==> src/sv/sxf_pkg.sv <==
// Package for the SysEx command framer: word types, burst record, framing constants.
// No dependencies; imported by every module of the block.
`timescale 1ns / 1ps
`default_nettype none
package sxf_pkg;

  localparam int BURST_MAX = 8;
  localparam int BURST_IDX_W = $clog2(BURST_MAX);
  localparam int BURST_CNT_W = $clog2(BURST_MAX + 1);

  localparam int MFR_ID_W = 21;
  localparam int MODEL_ID_W = 7;
  localparam int CFG_DATA_W = MFR_ID_W;

  localparam logic [7:0] SYX_START = 8'hF0;
  localparam logic [7:0] SYX_END = 8'hF7;
  localparam logic [7:0] CHECKSUM_MASK = 8'h7F;

  localparam logic [BURST_CNT_W-1:0] HEADER_LEN = BURST_CNT_W'(6);
  localparam logic [BURST_CNT_W-1:0] TRAILER_LEN = BURST_CNT_W'(2);

  typedef enum logic {
    CFG_MANUFACTURER_ID = 1'b0,
    CFG_MODEL_ID        = 1'b1
  } cfg_index_t;

  typedef struct packed {
    logic [7:0] data_byte;
    logic       is_first;
    logic       is_last;
  } cmd_word_t;

  typedef struct packed {
    logic [7:0] out_byte;
    logic       end_of_message;
  } msg_word_t;

  typedef struct packed {
    logic                  we;
    cfg_index_t            index;
    logic [CFG_DATA_W-1:0] data;
  } cfg_write_t;

  // Words produced by one command byte, sent from slot 0 upward.
  typedef struct packed {
    logic [BURST_MAX-1:0][7:0] bytes;
    logic [BURST_CNT_W-1:0]    count;
    logic                      term;
  } burst_t;

endpackage
`default_nettype wire

==> src/sv/sxf_framer.sv <==
// Framing state (running XOR, open-message flag) and configuration registers.
// Turns one command word into a burst of message bytes. Uses sxf_pkg.
`timescale 1ns / 1ps
`default_nettype none
module sxf_framer
  import sxf_pkg::*;
(
  input  wire logic       clk,
  input  wire logic       rst,
  input  wire cfg_write_t cfg,
  input  wire cmd_word_t  cmd,
  input  wire logic       take,
  output burst_t          burst
);

  logic [MFR_ID_W-1:0]   manufacturer_id;
  logic [MODEL_ID_W-1:0] model_id;
  logic [7:0]            running_xor;
  logic [7:0]            running_xor_next;
  logic                  in_message;
  logic                  in_message_next;

  logic [7:0] m0, m1, m2, md;
  logic [7:0] hdr_xor;
  logic [7:0] body_xor;

  always_comb begin
    m0 = {3'b000, manufacturer_id[20:16]};
    m1 = {1'b0, manufacturer_id[14:8]};
    m2 = {1'b0, manufacturer_id[6:0]};
    md = {1'b0, model_id};
    hdr_xor = SYX_START ^ m0 ^ m1 ^ m2 ^ md ^ cmd.data_byte;
    body_xor = running_xor ^ cmd.data_byte;

    burst = '0;
    running_xor_next = running_xor;
    in_message_next = in_message;

    if (cmd.is_first) begin
      burst.bytes[0] = SYX_START;
      burst.bytes[1] = m0;
      burst.bytes[2] = m1;
      burst.bytes[3] = m2;
      burst.bytes[4] = md;
      burst.bytes[5] = cmd.data_byte;
      burst.bytes[6] = hdr_xor & CHECKSUM_MASK;
      burst.bytes[7] = SYX_END;
      burst.term = cmd.is_last;
      burst.count = cmd.is_last ? HEADER_LEN + TRAILER_LEN : HEADER_LEN;
      running_xor_next = cmd.is_last ? 8'h00 : hdr_xor;
      in_message_next = !cmd.is_last;
    end else if (in_message) begin
      burst.bytes[0] = cmd.data_byte;
      burst.bytes[1] = body_xor & CHECKSUM_MASK;
      burst.bytes[2] = SYX_END;
      burst.term = cmd.is_last;
      burst.count = cmd.is_last ? BURST_CNT_W'(1) + TRAILER_LEN : BURST_CNT_W'(1);
      running_xor_next = cmd.is_last ? 8'h00 : body_xor;
      in_message_next = !cmd.is_last;
    end
  end

  always_ff @(posedge clk) begin
    if (rst) begin
      manufacturer_id <= MFR_ID_W'(372);
      model_id <= MODEL_ID_W'(16);
      running_xor <= '0;
      in_message <= 1'b0;
    end else begin
      if (cfg.we) begin
        case (cfg.index)
          CFG_MANUFACTURER_ID: manufacturer_id <= cfg.data[MFR_ID_W-1:0];
          CFG_MODEL_ID:        model_id <= cfg.data[MODEL_ID_W-1:0];
          default:             ;
        endcase
      end
      if (take) begin
        running_xor <= running_xor_next;
        in_message <= in_message_next;
      end
    end
  end

endmodule
`default_nettype wire

==> src/sv/sxf_burst_buf.sv <==
// Burst register and word sequencer: holds one burst and sends it a word per cycle unless msg_stall.
// Uses sxf_pkg.
`timescale 1ns / 1ps
`default_nettype none
module sxf_burst_buf
  import sxf_pkg::*;
(
  input  wire logic   clk,
  input  wire logic   rst,
  input  wire burst_t burst,
  input  wire logic   load,
  output logic        busy,
  output logic        msg_valid,
  input  wire logic   msg_stall,
  output msg_word_t   msg_word
);

  logic                   held;
  burst_t                 buf_q;
  logic [BURST_IDX_W-1:0] idx;
  logic                   tail;
  logic                   vacate;

  assign tail = ({1'b0, idx} == buf_q.count - BURST_CNT_W'(1));
  assign vacate = held && !msg_stall && tail;
  assign busy = held && !vacate;

  assign msg_valid = held;
  assign msg_word.out_byte = buf_q.bytes[idx];
  assign msg_word.end_of_message = buf_q.term && tail;

  always_ff @(posedge clk) begin
    if (rst) begin
      held <= 1'b0;
      idx <= '0;
    end else if (load) begin
      held <= 1'b1;
      idx <= '0;
    end else if (vacate) begin
      held <= 1'b0;
      idx <= '0;
    end else if (held && !msg_stall) begin
      idx <= idx + BURST_IDX_W'(1);
    end
  end

  always_ff @(posedge clk) begin
    if (load) begin
      buf_q <= burst;
    end
  end

endmodule
`default_nettype wire

==> src/sv/sysex_command_framer.sv <==
// Frames MIDI system-exclusive command messages. A command word marked first
// opens a message and produces six words (0xF0, three manufacturer id bytes,
// model id, function id); each later parameter word passes through as one
// word; the word marked last adds the 7-bit XOR checksum and 0xF7, the latter
// flagged end_of_message. Parameter words flow at one per cycle while msg_stall is low;
// a first or last word stalls the command side while the single output port of the
// burst register drains its burst. Non-first words outside a message are taken and
// dropped. Uses sxf_pkg.
`timescale 1ns / 1ps
`default_nettype none
module sysex_command_framer
  import sxf_pkg::*;
(
  input  wire logic                  clk,
  input  wire logic                  rst,
  input  wire logic                  cmd_valid,
  output logic                       cmd_stall,
  input  wire cmd_word_t             cmd_word,
  output logic                       msg_valid,
  input  wire logic                  msg_stall,
  output msg_word_t                  msg_word,
  input  wire logic                  cfg_we,
  input  wire cfg_index_t            cfg_index,
  input  wire logic [CFG_DATA_W-1:0] cfg_data
);

  cfg_write_t cfg;
  burst_t     burst;
  logic       busy;
  logic       take;
  logic       load;

  assign cfg.we = cfg_we;
  assign cfg.index = cfg_index;
  assign cfg.data = cfg_data;

  assign cmd_stall = busy;
  assign take = cmd_valid && !busy;
  assign load = take && (burst.count != '0);

  sxf_framer u_framer (
    .clk   (clk),
    .rst   (rst),
    .cfg   (cfg),
    .cmd   (cmd_word),
    .take  (take),
    .burst (burst)
  );

  sxf_burst_buf u_burst_buf (
    .clk       (clk),
    .rst       (rst),
    .burst     (burst),
    .load      (load),
    .busy      (busy),
    .msg_valid (msg_valid),
    .msg_stall (msg_stall),
    .msg_word  (msg_word)
  );

endmodule
`default_nettype wire

==> config.mk <==
export PLATFORM = sky130hd
export DESIGN_NAME = sysex_command_framer
export DESIGN_NICKNAME = d
export VERILOG_FILES = /design/src/sv/sxf_pkg.sv /design/src/sv/sxf_framer.sv /design/src/sv/sxf_burst_buf.sv /design/src/sv/sysex_command_framer.sv
export SDC_FILE = /design/constraint.sdc
export NUM_CORES = 1
export LEC_CHECK = 0
export BUFFER_PORTS_ARGS = -buffer_cell sky130_fd_sc_hd__buf_2
export CORE_AREA = 2 2 102 104
export CTS_CLUSTER_SIZE = 30
export DETAILED_ROUTE_END_ITERATION = 8
export DIE_AREA = 0 0 104 106
export PLACE_DENSITY = 0.75
export SLEW_MARGIN = 25
export SYNTH_ARGS = -nofsm -noshare
export SYNTH_HDL_FRONTEND = slang
export SYNTH_HIERARCHICAL = 1
export SYNTH_SLANG_ARGS = --single-unit
==> constraint.sdc <==
create_clock -name clk -period 3.7 [get_ports clk]
set_clock_uncertainty 0.15 [all_clocks]
set_input_delay 0.555 -clock clk [delete_from_list [all_inputs] [get_ports clk]]
set_output_delay 0.555 -clock clk [all_outputs]
set_load 0.1 [all_outputs]
==> flow_metrics.env, run 1 <==
export IMPL_critPathSlowestCell="mux4_1"
export IMPL_syn_area_sq_mm=0.00526
export IMPL_clock_root_buffer="clkbuf_8"
export IMPL_row_count=37
export IMPL_r2r_cells=9
export IMPL_final_setup_tns_ps=0
export IMPL_drtAntennaViolNets=0
export IMPL_p_leak_nw=2.17
export IMPL_rsz0062_at_grt="no"
export IMPL_wl_per_cell_microns=16.3
export IMPL_synth_top_flop_cell="edfxtp_1"
export IMPL_chipHeight_microns=106
export IMPL_grt_pass1_wl_microns=16000
export IMPL_core_sq_mm=0.0100
export IMPL_syn_area_per_cell_sq_um=12.1
export IMPL_overflow=0
export IMPL_hold_viol_final=0
export IMPL_grt_max_degree=67
export IMPL_clk_latency_ps=360
export IMPL_diodes=0
export IMPL_relSlewSlack=0.547
export IMPL_cts_sinks=107
export IMPL_drive_gt1_frac=0.207
export IMPL_synthArstFlopShare=0
export IMPL_pwr_share_clk=0.282
export IMPL_gp_congestion=0.776
export IMPL_crit_type="flip-flop to primary output"
export IMPL_p_int_mw=1.82
export IMPL_synth_edff_count=69
export IMPL_drc_errors=0
export IMPL_multi_input_area_sq_mm=0.00215
export IMPL_arrival_ps=2360
export IMPL_clk_path_buf_depth=2
export IMPL_vias_per_cell=5.33
export IMPL_ys_ff_latch=107
export IMPL_status="completed"
export IMPL_cts_buffers=9
export IMPL_start_util=0.526
export IMPL_vias=3218
export IMPL_yosysWarnings=6
export IMPL_hpwl_microns=6560
export IMPL_regArea_sq_mm=0.00283
export IMPL_cts_setup_buffers=0
export IMPL_cp_top_family="multiplexers"
export IMPL_crit_buf_inv=2
export IMPL_clk_pin_slew_ps=100
export IMPL_maxCapViolations=0
export IMPL_die_area_sq_mm=0.0110
export IMPL_hold_path_class="input pin to flip-flop"
export IMPL_peakVddDrop_mv=0.217
export IMPL_critPathMaxStageDelay_ps=630
export IMPL_ios=48
export IMPL_cts_tree="built"
export IMPL_fmax_mhz=326
export IMPL_hold_depth=3
export IMPL_crit_cells=4
export IMPL_grtUsageTotal=0.186
export IMPL_tightest_slew_ps=679
export IMPL_nets=502
export IMPL_yosysSeqAreaShare=0.538
export IMPL_first_global_vias=3199
export IMPL_power_total_mw=2.48
export IMPL_seqPwrFrac=0.564
export IMPL_crit_path_end_kind="primary output"
export IMPL_powerDensity_mw_per_mm2=438
export IMPL_syn_inst=436
export IMPL_postRouteWirelength_microns=9860
export IMPL_drt_iter0_drc=204
export IMPL_final_setup_viol_count=0
export IMPL_first_pass_iters=4
export IMPL_cts_hold_buf=0
export IMPL_cts_max_level=3
export IMPL_cp_start_kind="flip-flop"
export IMPL_combPwrFrac=0.154
export IMPL_fp_dieW_microns=104
export IMPL_post_cts_resized=0
export IMPL_port_buffers=45
export IMPL_antenna_found_initial=0
export IMPL_fin_crit_ps=3070
export IMPL_path_max_fanout=16
export IMPL_drv_slew=0
export IMPL_switching_power_mw=0.662
export IMPL_period_share=0.829
export IMPL_switching_share=0.267
export IMPL_yosysUniqueCellTypes=46
export IMPL_cp_required_ps=2990
export IMPL_syn2layout_area_growth_pct=7.73
export IMPL_crit_chain="buf_4 > mux4_1 > mux2_4 > buf_2"
export IMPL_fillCellCount=861
[path summary, 6_finish.rpt]
kind                             start                           to  slack [ps]
setup / recovery    u_burst_buf/idx[0]                  msg_word[3]         630
hold reg to reg   u_framer/model_id[1]         u_framer/model_id[1]         330
setup reg to reg  u_burst_buf/buf_q[1]         u_burst_buf/buf_q[6]         760
hold / removal             cfg_data[8]  u_framer/manufacturer_id[8]         260
[layer usage]
| metal | wire (microns) | up-vias | GRT usage |
|---|---|---|---|
| li1 | - | 1581 | - |
| met1 | 4460 | 1536 | 0.246 |
| met2 | 4810 | 85 | 0.311 |
| met3 | 430 | 16 | 0.0270 |
| met4 | 168 | 0 | 0.0772 |
| met5 | 0 | - | 0 |
[cells by family after synthesis]
family / synth area share
other: 0.000713
flip-flops: 0.538
buffers and inverters: 0.0561
adder cells (fa/ha/maj): 0.00476
AND/OR/NAND/NOR: 0.152
multiplexers: 0.0970
AO/OA/AOI/OAI: 0.0859
XOR/XNOR: 0.0647
[power by group through the flow]
stage               registers [mW]  clock network [mW]  logic [mW]
global placement              1.42                   0       0.374
detailed placement            1.43                   0       0.383
global route                  1.41               0.759       0.414
floorplan                     1.42                   0       0.309
finish                        1.40               0.699       0.382
CTS                           1.40               0.715       0.384
[Yosys cell counts, types with 2 or more instances]
| master | instances | area share |
|---|---|---|
| buf_2 | 6 | 0.0057 |
| mux2_4 | 7 | 0.020 |
| ha_1 | 2 | 0.0048 |
| a21o_1 | 5 | 0.0071 |
| o21a_1 | 9 | 0.013 |
| o21ai_0 | 13 | 0.012 |
| and2_1 | 37 | 0.044 |
| xnor2_1 | 11 | 0.018 |
| o211ai_2 | 7 | 0.017 |
| nand3_1 | 8 | 0.0076 |
| nand2_1 | 82 | 0.059 |
| mux4_2 | 7 | 0.030 |
| a211oi_1 | 2 | 0.0029 |
| mux4_1 | 9 | 0.045 |
| buf_1 | 2 | 0.0014 |
| xnor3_1 | 5 | 0.021 |
| edfxtp_1 | 69 | 0.39 |
| nand3b_1 | 12 | 0.017 |
| a21oi_1 | 24 | 0.023 |
| xor2_1 | 15 | 0.025 |
| dfxtp_1 | 38 | 0.14 |
| inv_1 | 3 | 0.0021 |
| nor2b_1 | 5 | 0.0059 |
| buf_6 | 3 | 0.0064 |
| clkbuf_1 | 9 | 0.0064 |
| buf_4 | 20 | 0.029 |
| nand2b_1 | 2 | 0.0024 |
| nor2_1 | 6 | 0.0043 |
[through the flow]
stage                     hold WS [ps]  setup WS, ps  cells   util  instance area (sq um)
after global placement             312           871    588  0.547                   5470
after detailed placement           323           757    588  0.547                   5470
after global routing               268           494    604  0.567                   5670
final                              263           631    604  0.567                   5670
after floorplan                    295           183    440      -                   5280
after CTS                          255           606    604  0.567                   5670
[cell type report]
class,instances,share of cell area
clock buffers,10,0.0225
clock inverters,6,0.0117
flip-flops and latches,107,0.500
multi-input cells,288,0.380
repair buffers,53,0.0525
well taps,136,0.0300
inverters,4,0.00353
[layout by cell type (no fill, tap or decap), types with 6 or more instances in the layout]
master	synthesis	layout
nand2_1	82	82
edfxtp_1	69	69
buf_2	6	45
dfxtp_1	38	38
and2_1	37	37
a21oi_1	24	24
xor2_1	15	15
o21ai_0	13	13
nand3b_1	12	12
xnor2_1	11	11
clkbuf_8	0	9
mux4_1	9	9
o21a_1	9	9
nand3_1	8	8
buf_4	20	7
mux4_2	7	7
mux2_4	7	7
o211ai_2	7	7
nor2_1	6	6
[state kept, by name, summed over array words and instances, names as in the netlist]
| register | flops |
|---|---|
| u_burst_buf/buf_q | 69 |
| u_framer/manufacturer_id | 19 |
| u_framer/model_id | 7 |
| u_framer/running_xor | 7 |
| u_burst_buf/idx | 3 |
| u_burst_buf/msg_valid | 1 |
| u_framer/in_message | 1 |
[worst register-to-register path, stage by stage (launching register included)]
cell	delay [ps]
edfxtp_1	410
inv_1	70
ha_1	200
xnor2_1	210
o211ai_1	210
nor2_1	270
a21boi_2	100
nor2b_1	180
o41a_2	500
buf_12	330
Note: power is estimated with default switching activity, not from simulation.
==> run 2: changes to the inputs <==
CORE_AREA = 2 2 100 102   (was 2 2 102 104)
DIE_AREA = 0 0 102 104   (was 0 0 104 106)
clock period = 3.1 ns   (was 3.7 ns; I/O delays follow)
==> run 2 against run 1 <==
  * Register-to-register slack got worse by 510 ps
  * Sequential share of layout area decreased by 0.25 points
  * Hold slack got worse by 94 ps
  * Sequential cell count unchanged
  * Critical path depth increased by 3
  * Worst setup slack got worse by 450 ps
  * Routed wire length decreased by 2.9%
  * Die area decreased by 3.8%
  * Non-clock buffer count increased by 3
  * Final area increased by 0.51%
  * Final cell count unchanged
  * Global-route usage increased by 1.0 points
  * Critical path type unchanged
  * Largest power group unchanged
==> flow_metrics.env, run 2 (same netlist as run 1, synthesis figures left out) <==
export IMPL_regArea_sq_mm=0.00283
export IMPL_layout_commonest_cell="nand2_1"
export IMPL_arrival_ps=2300
export IMPL_die_area_sq_mm=0.0106
export IMPL_design_area_sq_mm=0.00570
export IMPL_final_setup_tns_ps=0
export IMPL_first_global_vias=3119
export IMPL_diodes=0
export IMPL_core_sq_mm=0.00955
export IMPL_nets=505
export IMPL_fmax_mhz=342
export IMPL_hold_path_class="input pin to flip-flop"
export IMPL_fp_dieW_microns=102
export IMPL_final_setup_viol_count=0
export IMPL_cts_buffers=9
export IMPL_r2r_cells=9
export IMPL_grt_max_degree=69
export IMPL_top_register="u_burst_buf/buf_q"
export IMPL_cts_sinks=107
export IMPL_cts_max_level=3
export IMPL_drt_iter0_drc=263
export IMPL_postRouteWirelength_microns=9580
export IMPL_rsz0062_at_grt="no"
export IMPL_crit_path_end_kind="primary output"
export IMPL_clock_root_buffer="clkbuf_8"
export IMPL_multi_input_area_sq_mm=0.00217
export IMPL_ios=48
export IMPL_status="completed"
export IMPL_chipHeight_microns=104
export IMPL_overflow=0
export IMPL_period_share=0.942
export IMPL_gp_congestion=0.759
export IMPL_clk_pin_slew_ps=100
export IMPL_drtAntennaViolNets=0
export IMPL_largest_reg_flops=69
export IMPL_grt_pass1_wl_microns=15900
export IMPL_drv_slew=0
export IMPL_grtUsageTotal=0.197
export IMPL_cts_tree="built"
export IMPL_crit_type="flip-flop to primary output"
export IMPL_port_buffers=45
export IMPL_powerDensity_mw_per_mm2=509
export IMPL_relSlewSlack=0.507
export IMPL_cp_required_ps=2480
export IMPL_hold_viol_final=0
export IMPL_clk_path_buf_depth=2
export IMPL_antenna_found_initial=0
export IMPL_path_max_fanout=4
export IMPL_start_util=0.551
export IMPL_clk_latency_ps=370
export IMPL_maxCapViolations=0
export IMPL_row_count=36
export IMPL_vias=3213
export IMPL_largest_registers="u_burst_buf/buf_q x69, u_framer/manufacturer_id x19"
export IMPL_post_dp_cell_area_sq_mm=0.00552
export IMPL_p_leak_nw=2.18
export IMPL_drive_gt1_frac=0.214
export IMPL_cp_start_kind="flip-flop"
export IMPL_vias_per_cell=5.32
export IMPL_hpwl_microns=6560
export IMPL_first_pass_iters=4
export IMPL_fillCellCount=813
export IMPL_final_cell_mix="nand2_1 (82), edfxtp_1 (69), buf_2 (44)"
export IMPL_fin_crit_ps=2920
export IMPL_tightest_slew_ps=739
export IMPL_hold_depth=3
export IMPL_syn2layout_area_growth_pct=8.28
export IMPL_drc_errors=0
export IMPL_wl_per_cell_microns=15.9
export IMPL_peakVddDrop_mv=0.288
run 2: critical path, stage by stage (launching register included):
cell	delay (ps)
edfxtp_1	420
inv_1	60
ha_1	210
xnor2_1	140
o211ai_1	380
nor2_2	130
a21boi_4	160
buf_2	430
run 2: layout make-up:
cell class	instances	share of cell area
inverters	4	0.00351
clock inverters	6	0.00747
repair buffers	56	0.0589
flip-flops and latches	107	0.497
clock buffers	10	0.0224
multi-input cells	288	0.381
well taps	133	0.0292
run 2: report_power, final:
part           total [mW]  leakage (nW)  internal [mW]  switching (mW)
Sequential           1.67         0.975           1.62          0.0433
Combinational       0.469          1.13          0.180           0.289
Clock               0.761        0.0827          0.294           0.467
Total                2.90          2.18           2.10           0.800
run 2: path summary, 6_finish.rpt:
| kind | slack (ps) | end | start |
|---|---|---|---|
| worst max register to register | 250 | u_burst_buf/buf_q[18] | u_burst_buf/buf_q[1] |
| worst max-delay path | 180 | cmd_stall | u_burst_buf/buf_q[1] |
| worst min-delay path | 170 | u_framer/manufacturer_id[11] | cfg_data[11] |
| worst min register to register | 340 | u_framer/manufacturer_id[3] | u_framer/manufacturer_id[3] |
run 2: stage by stage:
stage | power (mW) | setup WS, ps | utilization | instances | hold slack, ps
4_1_cts | 2.92 | 149 | 0.596 | 604 | 151
5_1_grt | 3.01 | 25.2 | 0.597 | 604 | 158
3_3_place_gp | 2.16 | 339 | 0.578 | 588 | 319
6_report | 2.90 | 180 | 0.597 | 604 | 169
3_5_place_dp | 2.17 | 239 | 0.578 | 588 | 330
2_1_floorplan | 2.07 | 84.9 | - | 440 | 295
run 2: what timing repair did:
action / in CTS / in global routing
hold endpoints to repair: 0 / 0
setup buffers: 0 / 0
gates resized for setup: 0 / 1
hold buffers: 0 / 0
endpoints found under the setup margin: 0 / 62
run 2: layer usage:
metal | track usage | vias up | part of all wire
met4 | 0.0552 | 0 | 0.0095
li1 | - | 1586 | -
met2 | 0.304 | 91 | 0.48
met3 | 0.0430 | 9 | 0.064
met1 | 0.282 | 1527 | 0.45
met5 | 0 | - | 0
